==> src/rtl/skst_ram.sv <==
// Generic single-port-write, single-port-read RAM with a registered read.
// Depends on nothing.
`default_nettype none

module skst_ram #(
   parameter int WIDTH      = 8,
   parameter int DEPTH      = 16,
   parameter int ADDR_WIDTH = $clog2(DEPTH)
) (
   input  wire logic                  clock,
   input  wire logic                  wr_en,
   input  wire logic [ADDR_WIDTH-1:0] wr_addr,
   input  wire logic [WIDTH-1:0]      wr_data,
   input  wire logic                  rd_en,
   input  wire logic [ADDR_WIDTH-1:0] rd_addr,
   output logic      [WIDTH-1:0]      rd_data
);

   logic [WIDTH-1:0] mem_ff [DEPTH];
   logic [WIDTH-1:0] rd_data_ff;

   // Write port and registered read port.
   always_ff @(posedge clock) begin
      if (wr_en) begin
         mem_ff[wr_addr] <= wr_data;
      end
      if (rd_en) begin
         rd_data_ff <= mem_ff[rd_addr];
      end
   end

   assign rd_data = rd_data_ff;

endmodule

`default_nettype wire

==> config.mk <==
export PLATFORM = sky130hd
export DESIGN_NAME = skst_ram
export DESIGN_NICKNAME = d
export VERILOG_FILES = /design/src/rtl/skst_ram.sv
export SDC_FILE = /design/constraint.sdc
export NUM_CORES = 1
export LEC_CHECK = 0
export ABC_CLOCK_PERIOD_IN_PS = 1500
export BUFFER_PORTS_ARGS = -buffer_cell sky130_fd_sc_hd__buf_2
export CELL_PAD_IN_SITES_DETAIL_PLACEMENT = 1
export CELL_PAD_IN_SITES_GLOBAL_PLACEMENT = 2
export CORE_AREA = 4 4 133 135
export CTS_BUF_LIST = sky130_fd_sc_hd__clkbuf_2 sky130_fd_sc_hd__clkbuf_4 sky130_fd_sc_hd__clkbuf_8
export DETAILED_ROUTE_END_ITERATION = 10
export DIE_AREA = 0 0 137 139
export PLACE_DENSITY_LB_ADDON = 0.1
export SYNTH_ARGS = -nofsm -noshare
export SYNTH_HDL_FRONTEND = slang
export SYNTH_SLANG_ARGS = --single-unit
export TNS_END_PERCENT = 20
==> constraint.sdc <==
create_clock -name clock -period 1.5 [get_ports clock]
set_input_delay 0 -clock clock [delete_from_list [all_inputs] [get_ports clock]]
set_output_delay 0 -clock clock [all_outputs]
set_load 0.005 [all_outputs]
==> results.sh <==
export IMPL_outcome="finished clean"
export IMPL_dieArea_um2=19000
export IMPL_report_final_setup_viol=0
export IMPL_hpwl_um=7710
export IMPL_crit_arrival_ns=1.64
export IMPL_synth_enable_flop_cells=136
export IMPL_clock_sinks=136
export IMPL_numPortBuffers=26
export IMPL_synth_distinct_cells=18
export IMPL_worstPathRequired_ns=1.69
export IMPL_die_h_um=139
export IMPL_crit_slowest_cell="mux4_2"
export IMPL_core_area_um2=16500
export IMPL_setup_ws_ns=0.0439
export IMPL_grt_antenna_before_repair=0
export IMPL_multi_input_area_um2=1090
export IMPL_io_pins=27
export IMPL_gp_congestion=0.694
export IMPL_antenna_left=0
export IMPL_start_kind="flip-flop"
export IMPL_crit_chain="mux4_2 -> a22oi_2 -> buf_4 -> nand2_2"
export IMPL_num_rows=47
export IMPL_setup_tns_ns=0
export IMPL_synth_top_area_share_pct=78.1
export IMPL_routed_via_count=2525
export IMPL_finalClockSkew_ns=0.00719
export IMPL_synth_most_common_cell="edfxtp_1"
export IMPL_finalHoldViolations=0
export IMPL_rsz0062_at_grt="true"
export IMPL_drive_gt1_share_pct=37.7
export IMPL_syn_num_nets=248
export IMPL_design_area_um2=6330
export IMPL_finalMaxSlewViolations=0
export IMPL_grt_usage_pct=13.2
export IMPL_grt_pass1_vias=2786
export IMPL_cts_setup_buffers=0
export IMPL_post_drt_wl_per_cell_um=22.0
export IMPL_endpoint_kind="flip-flop"
export IMPL_area_growth_pct=21.1
export IMPL_final_cells=538
export IMPL_yosys_area_top_type="edfxtp_1"
export IMPL_cpPeakStageDelay_ns=0.49
export IMPL_grt_pass1_wl_um=17700
export IMPL_postPlaceCellArea_um2=5810
export IMPL_cts_root_buffer="clkbuf_8"
export IMPL_ys_warn_count=0
export IMPL_cts_max_level=4
export IMPL_clk_path_buf_depth=2
export IMPL_synthTopCellsByCount="edfxtp_1 (136), mux4_2 (18), a22oi_1 (16), mux4_1 (14), nor2_1 (13)"
export IMPL_crit_fanout=1
export IMPL_grt_max_degree=17
export IMPL_wirelength_um=11800
export IMPL_finalNetCount=324
export IMPL_ys_async_sr_fraction_pct=0
export IMPL_cts_buffers=17
export IMPL_register_area_um2=4080
export IMPL_routed_via_density=4.69
export IMPL_syn_area_per_cell_um2=22.8
export IMPL_slew_headroom_pct=26.1
export IMPL_remaining_drc_errors=0
export IMPL_ys_ff_latch=136
export IMPL_max_freq_mhz=687
export IMPL_grt_ovfl_total=0
export IMPL_postSynthCellCount=229
export IMPL_syn_area_um2=5230
export IMPL_die_w_um=137
export IMPL_min_period_ns=1.46
export IMPL_clk_insertion_delay_late_ns=0.43
export IMPL_p_leak_uw=0.00211
export IMPL_worstSetupPathType="flip-flop to flip-flop"
export IMPL_preCtsSetupSlack_ns=-0.243
export IMPL_ys_seq_area_share_pct=78.1
export IMPL_cts_tree="yes"
export IMPL_synth_main_ff_cell="edfxtp_1"
export IMPL_final_fill_count=1622
export IMPL_dpl_cell_count=497
export IMPL_hp_class="input pin to flip-flop"
export IMPL_first_iter_violations=220
export IMPL_netlist_top_cells_area="edfxtp_1 (78%), mux4_2 (7.8%), mux4_1 (7.0%)"
export IMPL_start_util_pct=31.7
export IMPL_fin_crit_sh_pct=97.1
export IMPL_vdd_ir_drop_worst_mv=0.501
export IMPL_worstMarginPinSlew_ns=1.10
export IMPL_first_pass_iters=4
export IMPL_diodes=0
export IMPL_p_per_area_nw_per_um2=1230
export IMPL_clk_pin_slew_worst_paths_ns=0.07
export IMPL_cap_violations=0
critical path: cells and delay by family, from the launching register on:
family	cells	cell delay, ns
buffers and inverters	1	0.15
AND/OR/NAND/NOR	1	0.04
AO/OA/AOI/OAI	1	0.16
multiplexers	1	0.49
flip-flops	1	0.37
layer usage:
metal  wire length [µm]  part of all wire (%)  up-vias  GRT usage, %
met4                158                   1.3        0          5.04
met3                375                   3.2       13          3.81
met2               5750                    49       39          20.3
li1                   -                     -     1130             -
met1               5550                    47     1343          17.8
met5                  0                     0        -             0
registers in the layout (all words and copies together), names as in the netlist:
register and flops:
mem_ff 128, rd_data 8
cell families (layout without fill, tap and decap cells):
logic type             count (synthesis)  in the layout  synth area share (%)
buffers and inverters                 10             99                  1.65
AO/OA/AOI/OAI                         16             16                  2.30
flip-flops                           136            136                  78.1
multiplexers                          32             32                  14.8
AND/OR/NAND/NOR                       35             35                  3.14
timing repair:
action / CTS / global route
pin swaps: 1 / 4
cloned: 0 / 0
endpoints found under the setup margin: 6 / 6
hold buffers: 9 / 0
gates resized for setup: 7 / 5
hold endpoints to repair: 136 / 0
report_power, final:
| part | switching (µW) | internal, µW | leakage [µW] | total, µW |
|---|---|---|---|---|
| clock network | 1380 | 1640 | 0.000203 | 3020 |
| logic | 251 | 213 | 0.000673 | 464 |
| registers | 22.9 | 4280 | 0.00124 | 4300 |
worst paths after layout:
kind,cells after the start,startpoint,slack (ns),end
setup / recovery,4,mem_ff[3][6],0.04,rd_data[6]
hold / removal,3,wr_addr[0],0.13,mem_ff[8][5]
setup reg to reg,4,mem_ff[3][6],0.04,rd_data[6]
hold reg to reg,3,mem_ff[14][7],0.76,rd_data[7]
placed cells by master, fill, tap and decap left out, drive strengths merged:
cell	count
mux4	32
clkinv	8
buf	58
nand2b	2
nand3	1
inv	1
clkinvlp	2
nor2	13
nor2b	1
clkbuf	18
and2b	1
nor3	4
bufinv	3
or3b	1
nand3b	2
and2	1
edfxtp	136
dlygate4sd3	9
nand2	9
a22oi	16
cell type report:
class                           count  area share [%]
Clock buffer                       18            3.81
Clock inverter                     14            2.47
Multi-Input combinational cell     83            17.2
Sequential cell                   136            64.5
Tap cell                          220            4.35
Timing Repair Buffer               67            7.67
metrics by stage:
stage          utilization (%)  hold WS [ns]  power [µW]
2_1_floorplan                -        0.0989        4590
3_5_place_dp              35.3         0.380        4830
4_1_cts                   38.4         0.100        7890
5_1_grt                   38.4         0.125        8100
6_report                  38.4         0.133        7790
3_3_place_gp              35.3         0.385        4820
Note: power is estimated with default switching activity, not from simulation.
